### config.mk
export PLATFORM = sky130hd
export DESIGN_NAME = sorted_priority_queue
export DESIGN_NICKNAME = d
export VERILOG_FILES = /design/src/hdl/spq_pkg.sv /design/src/hdl/spq_cell.sv /design/src/hdl/sorted_priority_queue.sv
export SDC_FILE = /design/constraint.sdc
export NUM_CORES = 2
export LEC_CHECK = 0
export ABC_CLOCK_PERIOD_IN_PS = 10900
export BUFFER_PORTS_ARGS = -buffer_cell sky130_fd_sc_hd__clkbuf_2
export CAP_MARGIN = 15
export CORE_MARGIN = 3
export CORE_UTILIZATION = 45
export DETAILED_ROUTE_END_ITERATION = 7
export MAX_ROUTING_LAYER = met4
export PLACE_DENSITY_LB_ADDON = 0.15
export SLEW_MARGIN = 40
export SYNTH_ARGS = -nofsm -noshare
export SYNTH_HDL_FRONTEND = slang
export SYNTH_SLANG_ARGS = --single-unit
### constraint.sdc
create_clock -name clock -period 10.9 [get_ports clock]
set_clock_uncertainty 0.15 [all_clocks]
set_input_delay 2.18 -clock clock [delete_from_list [all_inputs] [get_ports clock]]
set_output_delay 2.18 -clock clock [all_outputs]
set_load 0.1 [all_outputs]
### src/hdl/spq_pkg.sv
`timescale 1ns / 1ps
// ----------------------------------------------------------------------------
// spq_pkg
// Shared types and constants for the sorted priority queue.
// ----------------------------------------------------------------------------
package spq_pkg;

   localparam int DEPTH = 8;
   localparam int CNT_W = $clog2(DEPTH + 1);
   localparam int OCC_W = 4;
   localparam int DATA_W = 32;

   typedef enum logic [1:0] {
      ST_DONE  = 2'd0,
      ST_FULL  = 2'd1,
      ST_EMPTY = 2'd2
   } status_type;

   typedef enum logic {
      MODE_INSERT = 1'b0,
      MODE_REMOVE = 1'b1
   } mode_type;

   typedef struct packed {
      logic signed [DATA_W-1:0] value;
      logic signed [DATA_W-1:0] key;
   } entry_type;

   // Command broadcast to every cell in the chain
   typedef struct packed {
      logic      insert;
      logic      remove;
      entry_type entry;
   } cell_cmd_type;

endpackage

### src/hdl/spq_cell.sv
`timescale 1ns / 1ps
// ----------------------------------------------------------------------------
// spq_cell
// One slot of the sorted chain: holds an entry, compares its key with the
// incoming one and takes its own, the new, or a neighbor's entry.
// ----------------------------------------------------------------------------
module spq_cell (
   input  logic                 clock,
   input  spq_pkg::cell_cmd_type cmd,
   input  logic                 occ_here,
   input  logic                 left_occ,
   input  logic                 left_greater,
   input  spq_pkg::entry_type   left_entry,
   input  spq_pkg::entry_type   right_entry,
   output spq_pkg::entry_type   entry_out,
   output logic                 greater
);
   import spq_pkg::*;

   entry_type entry_ff;
   entry_type entry_in;
   logic      open_slot;

   // Key strictly greater than the new key: this entry moves back one slot
   assign greater   = occ_here && (entry_ff.key > cmd.entry.key);
   assign open_slot = !occ_here || greater;
   assign entry_out = entry_ff;

   always_comb begin
      entry_in = entry_ff;
      priority if (cmd.remove) begin
         entry_in = right_entry;
      end else if (cmd.insert && open_slot) begin
         if (left_greater) begin
            entry_in = left_entry;
         end else if (left_occ) begin
            entry_in = cmd.entry;
         end
      end
   end

   always_ff @(posedge clock) begin
      entry_ff <= entry_in;
   end

endmodule

### src/hdl/sorted_priority_queue.sv
`timescale 1ns / 1ps
// ----------------------------------------------------------------------------
// sorted_priority_queue
// Sorted-array priority queue built as a chain of compare-and-shift cells.
// ----------------------------------------------------------------------------
// A command (insert or remove) is taken on any cycle with start high; busy
// never rises, so one command per cycle is sustained. Every slot compares its
// key with the new one in the same cycle and shifts in parallel. The response
// follows in the cycle after the transfer and is shown for that single cycle
// with rsp_strobe; the receiver cannot stall it. Equal keys leave in arrival
// order; an insert into a full queue and a remove from an empty one leave the
// contents unchanged.
// ----------------------------------------------------------------------------
module sorted_priority_queue (
   input  logic                       clock,
   input  logic                       reset,
   input  logic                       start,
   output logic                       busy,
   input  logic                       req_mode,
   input  logic signed [31:0]         req_entry_value,
   input  logic signed [31:0]         req_entry_priority,
   output logic                       rsp_strobe,
   output logic signed [31:0]         rsp_taken_value,
   output logic signed [31:0]         rsp_taken_priority,
   output logic [1:0]                 rsp_status,
   output logic signed [31:0]         rsp_head_value,
   output logic signed [31:0]         rsp_head_priority,
   output logic [3:0]                 rsp_occupancy
);
   import spq_pkg::*;

   logic              accept;
   logic              is_remove;
   logic              full;
   logic              empty;
   cell_cmd_type      cmd;
   logic [CNT_W-1:0]  count_ff;
   logic [CNT_W-1:0]  count_in;
   logic [DEPTH-1:0]  occ;
   logic [DEPTH-1:0]  greater;
   entry_type         slot [DEPTH];
   entry_type         head_in;
   status_type        status_in;
   entry_type         taken_in;

   logic              strobe_ff;
   entry_type         taken_ff;
   entry_type         head_ff;
   status_type        status_ff;
   logic [OCC_W-1:0]  occ_ff;

   assign busy      = 1'b0;
   assign accept    = start && !busy;
   assign is_remove = (mode_type'(req_mode) == MODE_REMOVE);
   assign full      = (count_ff == CNT_W'(DEPTH));
   assign empty     = (count_ff == '0);

   assign cmd.insert      = accept && !is_remove && !full;
   assign cmd.remove      = accept && is_remove && !empty;
   assign cmd.entry.value = req_entry_value;
   assign cmd.entry.key   = req_entry_priority;

   genvar i;
   generate
      for (i = 0; i < DEPTH; i++) begin : g_cell
         assign occ[i] = (count_ff > CNT_W'(i));
         if (i == 0) begin : g_head
            spq_cell u_cell (
               .clock        (clock),
               .cmd          (cmd),
               .occ_here     (occ[i]),
               .left_occ     (1'b1),
               .left_greater (1'b0),
               .left_entry   ('0),
               .right_entry  (slot[i+1]),
               .entry_out    (slot[i]),
               .greater      (greater[i])
            );
         end else if (i == DEPTH - 1) begin : g_tail
            spq_cell u_cell (
               .clock        (clock),
               .cmd          (cmd),
               .occ_here     (occ[i]),
               .left_occ     (occ[i-1]),
               .left_greater (greater[i-1]),
               .left_entry   (slot[i-1]),
               .right_entry  ('0),
               .entry_out    (slot[i]),
               .greater      (greater[i])
            );
         end else begin : g_mid
            spq_cell u_cell (
               .clock        (clock),
               .cmd          (cmd),
               .occ_here     (occ[i]),
               .left_occ     (occ[i-1]),
               .left_greater (greater[i-1]),
               .left_entry   (slot[i-1]),
               .right_entry  (slot[i+1]),
               .entry_out    (slot[i]),
               .greater      (greater[i])
            );
         end
      end
   endgenerate

   // Count, status, taken entry and the head as it will stand after this command
   always_comb begin
      count_in  = count_ff;
      status_in = ST_DONE;
      taken_in  = '0;
      head_in   = slot[0];
      priority if (accept && !is_remove) begin
         if (full) begin
            status_in = ST_FULL;
         end else begin
            count_in = count_ff + CNT_W'(1);
            // new entry lands at the head if the head moves back or is empty
            if (!occ[0] || greater[0]) begin
               head_in = cmd.entry;
            end
         end
      end else if (accept) begin
         if (empty) begin
            status_in = ST_EMPTY;
         end else begin
            count_in = count_ff - CNT_W'(1);
            taken_in = slot[0];
            head_in  = slot[1];
         end
      end
      if (count_in == '0) begin
         head_in = '0;
      end
   end

   always_ff @(posedge clock) begin
      if (reset) begin
         count_ff  <= '0;
         strobe_ff <= 1'b0;
      end else begin
         count_ff  <= count_in;
         strobe_ff <= accept;
      end
   end

   always_ff @(posedge clock) begin
      if (accept) begin
         taken_ff  <= taken_in;
         head_ff   <= head_in;
         status_ff <= status_in;
         occ_ff    <= OCC_W'(count_in);
      end
   end

   assign rsp_strobe         = strobe_ff;
   assign rsp_taken_value    = taken_ff.value;
   assign rsp_taken_priority = taken_ff.key;
   assign rsp_status         = status_ff;
   assign rsp_head_value     = head_ff.value;
   assign rsp_head_priority  = head_ff.key;
   assign rsp_occupancy      = occ_ff;

   a_count_range: assert property (@(posedge clock) disable iff (reset)
      count_ff <= CNT_W'(DEPTH))
      else $error("fill count above depth");

   a_insert_count: assert property (@(posedge clock) disable iff (reset)
      cmd.insert |=> count_ff == $past(count_ff) + CNT_W'(1))
      else $error("insert did not raise the count");

   a_remove_count: assert property (@(posedge clock) disable iff (reset)
      cmd.remove |=> count_ff == $past(count_ff) - CNT_W'(1))
      else $error("remove did not lower the count");

   a_empty_rsp: assert property (@(posedge clock) disable iff (reset)
      (strobe_ff && status_ff == ST_EMPTY) |-> (count_ff == '0 && head_ff == '0))
      else $error("empty refusal with entries held");

endmodule

# After elaboration in Yosys (flattened, before gate mapping)

Index checks and enable logic that the tools add are counted.

Add/subtract/negate cells: 2
Multipliers: 0
Div/mod/pow operators: 0
Magnitude comparators: 16
Equal/unequal tests: 1
Shift operators: 0
Muxes and demuxes: 39
Bitwise operators: 0
Reductions and logical operators: 63

Operator list:

| cell                                                | number |
|---|---|
| 2-to-1 mux 64 bit                                   | 32 |
| > comparator 32 bit                                 | 8 |
| logical AND 1 bit                                   | 20 |
| nonzero test 3 bit                                  | 6 |
| > comparator 4 x 3 -> 1 bit (second input constant) | 4 |
| 2-to-1 mux 4 bit                                    | 4 |
| nonzero test 2 bit                                  | 8 |
| AND reduction 2 bit                                 | 7 |
| logical NOT 1 bit                                   | 11 |
| > comparator 4 x 1 -> 1 bit (second input constant) | 2 |
| > comparator 4 x 2 -> 1 bit (second input constant) | 2 |
| logical NOT 4 bit                                   | 2 |
| logical OR 1 bit                                    | 8 |
| adder 4 x 1 -> 4 bit (second input constant)        | 1 |
| equality test 4 bit (second input constant)         | 1 |
| 2-to-1 mux 2 bit                                    | 2 |
| subtractor 4 x 1 -> 4 bit (second input constant)   | 1 |
| OR reduction 2 bit                                  | 1 |
| 2-to-1 mux 1 bit                                    | 1 |

Flip-flop bits (word level): 651
Latch bits: 0
RAM bits: 0
Bits in read-only memories: 0
Input bits: 68
Output and inout port bits: 136
Word-level logic and storage cells: 145
Memories: 0

# Depth between registers and ports, before layout

Depth in word-level cells: 6
Gate-level depth with buffers: 13
Gate-level depth less buffers: 10

# Hierarchy

A second synthesis with hierarchy kept.

Cells, all modules: 3718
Area total of the unflattened synthesis: 38938.6 sq um

By module, submodules not included:

| module                                 | instances | cells each | area each (sq um) | seq. area each (sq um) |
|---|---|---|---|---|
| spq_cell (g_cell[0].g_head.u_cell ...) | 6         | 404        | 4088.9            | 1921.8 |
| spq_cell (g_cell[6].g_mid.u_cell ...)  | 2         | 399        | 4081.4            | 1921.8 |
| sorted_priority_queue                  | 1         | 496        | 6242.2            | 4124.0 |

# Least setup slack after synthesis

Ideal clock, no wire load.

Kind: input to register
Start point: in req_entry_priority[1]
End point: reg g_cell[5].g_mid.u_cell.entry_ff, in the netlist g_cell[5].g_mid.u_cell.entry_out[0], enable pin
Library setup time: 662 ps
Arrival: 10250 ps
Required time: 10088 ps
Setup slack: -161 ps
Cell stages on the path: 11
Path buffers: 1
Cells stage by stage: clkbuf_1 > inv_1 > ha_1 > nor2b_1 > o211ai_1 > a2111oi_0 > or3b_1 > a21oi_1 > nor2_1 > nor2_1 > o41ai_1

Longest elaborated chain between the ends: 6
Elaborated cells between the ends (all ways): 9
Those cells by class: 2 x order compare; 7 x reduce/logical

RTL lines:

| what                              | line                        | RTL |
|---|---|---|
| from (decl)                       | sorted_priority_queue.sv:21 | `input logic signed [31:0] req_entry_priority,` |
| > comparator 32 bit               | spq_cell.sv:25              | `assign greater = occ_here && (entry_ff.key > cmd.entry.key);` |
| logical AND 1 bit                 | spq_cell.sv:25              |  |
| logical OR 1 bit                  | spq_cell.sv:26              | `assign open_slot = !occ_here \|\| greater;` |
| logical AND 1 bit                 | spq_cell.sv:33              | `end else if (cmd.insert && open_slot) begin` |
| nonzero test 2 bit (no line)      | -                           |  |
| AND reduction 2 bit (no line) (*) | -                           |  |
| to (signal assigned)              | spq_cell.sv:43              | `entry_ff <= entry_in;` |
| to (decl)                         | spq_cell.sv:20              | `entry_type entry_ff;` |

Mark *: on every way between the ends. The rest lies on a longest branch, timed or not.
A chain may end at the register's enable or synchronous reset.

# Worst setup path after layout

Start point: in req_entry_priority[31]
End point: reg g_cell[0].g_head.u_cell.entry_ff, in the netlist g_cell[0].g_head.u_cell.entry_out[37], enable pin

Longest elaborated chain between the ends: 5

RTL lines:

| what                         | line |
|---|---|
| > comparator 32 bit          | spq_cell.sv:25 |
| logical AND 1 bit            | spq_cell.sv:25 |
| logical OR 1 bit             | spq_cell.sv:26 |
| logical AND 1 bit            | spq_cell.sv:33 |
| nonzero test 2 bit (no line) | - |
| to (signal assigned)         | spq_cell.sv:43 |
| to (decl)                    | spq_cell.sv:20 |

No other way between the ends.

==> summary.md <==
| Metric | Value |
|---|---|
| Reg2reg path depth | 11 |
| Clock latency of the later-clocked register in the worst-skew pair | 0.63 ns |
| # fillers | 7395 |
| Reg2reg start | g_cell[0].g_head.u_cell.entry_out[31]$_DFFE_PP_ |
| Cell Pwr Density | 217 mW/mm^2 |
| Final wirelength | 123000 um |
| Input/output buffers | 202 |
| Number of max-capacitance violations reported | 0 |
| Status | completed |
| Cell class contributing the biggest share of worst-path delay | simple AND/OR/NAND/NOR gates |
| Critical path data arrival time | 6.59 ns |
| Post-synthesis average cell area | 10.4 um^2 |
| Hold WS | 0.365 ns |
| Number of standard-cell rows in the floorplan | 104 |
| Setup violations, final | 0 |
| Leakage power | 0.0164 uW |
| Remaining routing DRC violations | 0 |
| Pin count of the biggest net entering global routing | 117 |
| Count of buffers added by post-CTS timing repair for setup | 0 |
| Slew of the pin with the lowest slew margin | 1.01 ns |
| Floorplan die width | 292 um |
| Gr ovfl total | 0 |
| Worst slew margin relative to its limit | 0.322 |
| Post-cts hold buffer count | 0 |
| Antenna violations before repair | 5 |
| Area enclosed by the die boundary | 0.0853 mm^2 |
| Count of buffering cells on the critical path with inverters included | 4 |
| Initial core utilization | 0.455 |
| Maximum fanout along the worst path | 65 |
| Count of TritonRoute iterations in the first routing pass | 5 |
| Core box area | 0.0808 mm^2 |
| Number of endpoints with negative hold slack in the final report | 0 |
| Final layout net count | 3934 |
| Number of DRC markers in iteration 0 | 3325 |
| Share of the synthesized area in the top cell type | 0.475 |
| Endpoint of the lowest-slack register-to-register path | g_cell[0].g_head.u_cell.entry_out[37]$_DFFE_PP_ |
| Critical-path cell with the highest stage delay | buf_6 |
| HP Start | g_cell[7].g_tail.u_cell.entry_out[46]$_SDFFE_PP0P_ |
| Number of cells upsized or downsized after cts | 0 |
| Worst-case setup margin in the final layout | 4.46 ns |
| Number of distinct library cells after synthesis | 70 |
| Commonest cells after routing, fill and taps aside | 582 x edfxtp_1, 466 x nand2_1, 402 x a21oi_1 |
| Synthesized flop and latch total | 651 |
| Worst reg2reg setup slack | 5.88 ns |
| WP data required | 11.05 ns |
| Max clock buf depth | 3 |
| Type of element capturing the critical path | flip-flop |
| Setup repair after global routing missed its margin | no |
| Biggest area contributors in the synthesized netlist | edfxtp_1 47%, ha_1 8.8%, a21oi_1 5.5% |
| Total of warnings raised by yosys | 0 |
| Count of non-filler cells in the finished layout | 4733 |
| Main flop type after synthesis | edfxtp_1 |
| Final weighted congestion in routability-driven placement | 0.951 |
| Global-route wire length before repair | 185000 um |
| Async SR Flop Fraction | 0 |
| Via count of the first global-routing pass | 28.4k |
| DP Cell Count | 4587 |
| Worst setup path class | in -> reg |
| Fraction of the yosys area taken by sequential cells | 0.512 |
| Number of cells on the worst hold path | 2 |
| Final number of max-transition violations | 0 |
| Total Routing Usage GR | 0.292 |
| Most common cell after layout, fill and taps aside | edfxtp_1 |
| Tmin final | 6.44 ns |
| Highest clock rate | 155 MHz |
| Library cell used as clock root buffer | clkbuf_16 |
| Area grow syn2layout | 11.6% |
| Post-detailed-route wirelength per cell | 26.1 um |
| Hold EP | g_cell[7].g_tail.u_cell.entry_out[46]$_SDFFE_PP0P_ |
| Category of the worst setup path launch point | input port |
| Final ANT Viol Nets | 0 |
| Sum Neg Setup Slack | 0 ns |
| Stage delay of the slowest cell on the critical path | 0.65 ns |
| Multi-input logic area | 0.0167 mm^2 |
| H-tree depth | 3 |
| Clock slew at reported path FFs | 0.06 ns |
| Final period util | 0.591 |
| Clk sink count | 651 |
| Synthesized netlist cell count | 3554 |
| Worst vdd ir | 0.164 mV |
| Worst slack after detailed placement | 3.95 ns |
| Number of vias per cell | 6.26 |
| CTS buffer count | 75 |
| Class of the worst hold path | reg -> reg |
| HPWL after detailed placement | 76000 um |
| Top Ports | 204 |
| Number of flops mapped to enable cells by yosys | 582 |
| Total nets after synthesis | 3882 |
| Sequential Area | 0.0189 mm^2 |
| Cell taking the most area after synthesis | edfxtp_1 |
| Via count | 29.6k |
| Summed instance area of the synthesized netlist | 0.0368 mm^2 |
| Layout cell share with drive strength beyond 1 | 0.115 |
| Cell Chain, Critical Path | clkbuf_2, inv_1, ha_1, nand4_1, or2_4, or3_4, nor3_2, nor4_1, o21a_2, o21ai_4, buf_6, nand2_4, buf_4 |
| CTS tree | yes |
| Die H | 292 um |
## sequential cells by signal, indices dropped and copies added (netlist names)
register                        cells
count_ff                            4
g_cell.g_head.u_cell.entry_out     64
g_cell.g_mid.u_cell.entry_out     384
g_cell.g_tail.u_cell.entry_out     64
rsp_head_priority                  32
rsp_head_value                     32
rsp_occupancy                       4
rsp_status                          2
rsp_strobe                          1
rsp_taken_priority                 32
rsp_taken_value                    32
## cell families after synthesis
family,Yosys count,share of synthesized area
muxes,163,0.0444
xor gates and xnor gates,3,0.000714
adders and majority gates,260,0.0884
other,1,0.000102
and+or+nand+nor,1116,0.133
DFF,651,0.512
buffers and inverters,330,0.0404
AOI/OAI and AO/OA,1030,0.181
## routing by layer
metal  wire length, um  GRT usage
met5                 0          -
met4              3040     0.0793
met3             10400     0.0482
met2             55500      0.443
met1             54500      0.409
## worst reg2reg max path, delay by kind of cell (launching register included)
kind	cells	cell delay [ns]
AOI/OAI and AO/OA	2	0.38
and+or+nand+nor	6	1.89
buffers and inverters	2	1.18
DFF	1	0.55
adders and majority gates	1	0.52
## synth_stat cells (3+ instances only)
library cell / number
mux2i_1: 161
a21o_1: 27
a2111oi_0: 5
o21bai_1: 4
nand2_1: 471
buf_2: 46
buf_1: 16
a221oi_1: 68
and4_1: 4
o221a_2: 6
nand3_1: 159
nor3_1: 18
and3_1: 69
a31oi_1: 6
or4_1: 7
o221a_1: 59
edfxtp_1: 582
o221ai_1: 4
o211ai_2: 20
a21oi_1: 404
dfxtp_1: 69
inv_1: 54
ha_1: 260
buf_4: 9
o211ai_1: 89
a221o_1: 5
nor4_1: 8
clkbuf_1: 184
nand4_1: 51
o21ai_0: 185
o21ai_1: 40
a2111o_1: 3
nand2b_1: 4
o21a_1: 69
o31ai_1: 4
nor2_1: 297
a211oi_1: 10
nor2b_1: 14
buf_6: 21
o22ai_1: 4
## how the worst max path moves through the flow
stage	start	to	slack [ns]	depth (start not counted)
after floorplan	req_entry_priority[12]	g_cell[1].g_mid.u_cell.entry_out[0]$_DFFE_PP_	1.46	10
after global placement	req_entry_priority[31]	g_cell[0].g_head.u_cell.entry_out[40]$_DFFE_PP_	3.74	13
after detailed placement	req_entry_priority[31]	g_cell[0].g_head.u_cell.entry_out[40]$_DFFE_PP_	3.95	13
after CTS	req_entry_priority[31]	g_cell[0].g_head.u_cell.entry_out[23]$_DFFE_PP_	4.59	13
after global routing	req_entry_priority[31]	g_cell[0].g_head.u_cell.entry_out[20]$_DFFE_PP_	4.31	13
final	req_entry_priority[31]	g_cell[0].g_head.u_cell.entry_out[37]$_DFFE_PP_	4.46	13
## stage by stage
stage / area (um^2) / utilization / total power, uW
finish: 41100 / 0.508 / 8890
global route: 41100 / 0.508 / 9260
CTS: 41000 / 0.507 / 8910
detailed placement: 38600 / 0.477 / 6370
global placement: 38400 / 0.475 / 6320
floorplan: 36800 / - / 5570
## power by group
group          switching (uW)  leakage [uW]  total [uW]  internal [uW]
registers                 282       0.00606        3560           3280
clock network            1060       0.00118        2530           1460
logic                    2040       0.00919        2800            758
total                    3390        0.0164        8890           5500
## cell type report
cell class,count,share of cell area
diodes,6,0.000366
clock buffers,111,0.0512
clock inverters,27,0.00762
inverters,54,0.00494
multi-input cells,2573,0.407
flip-flops and latches,651,0.459
well taps,1060,0.0323
repair buffers,251,0.0378
Note: power is estimated with default switching activity, not from simulation.
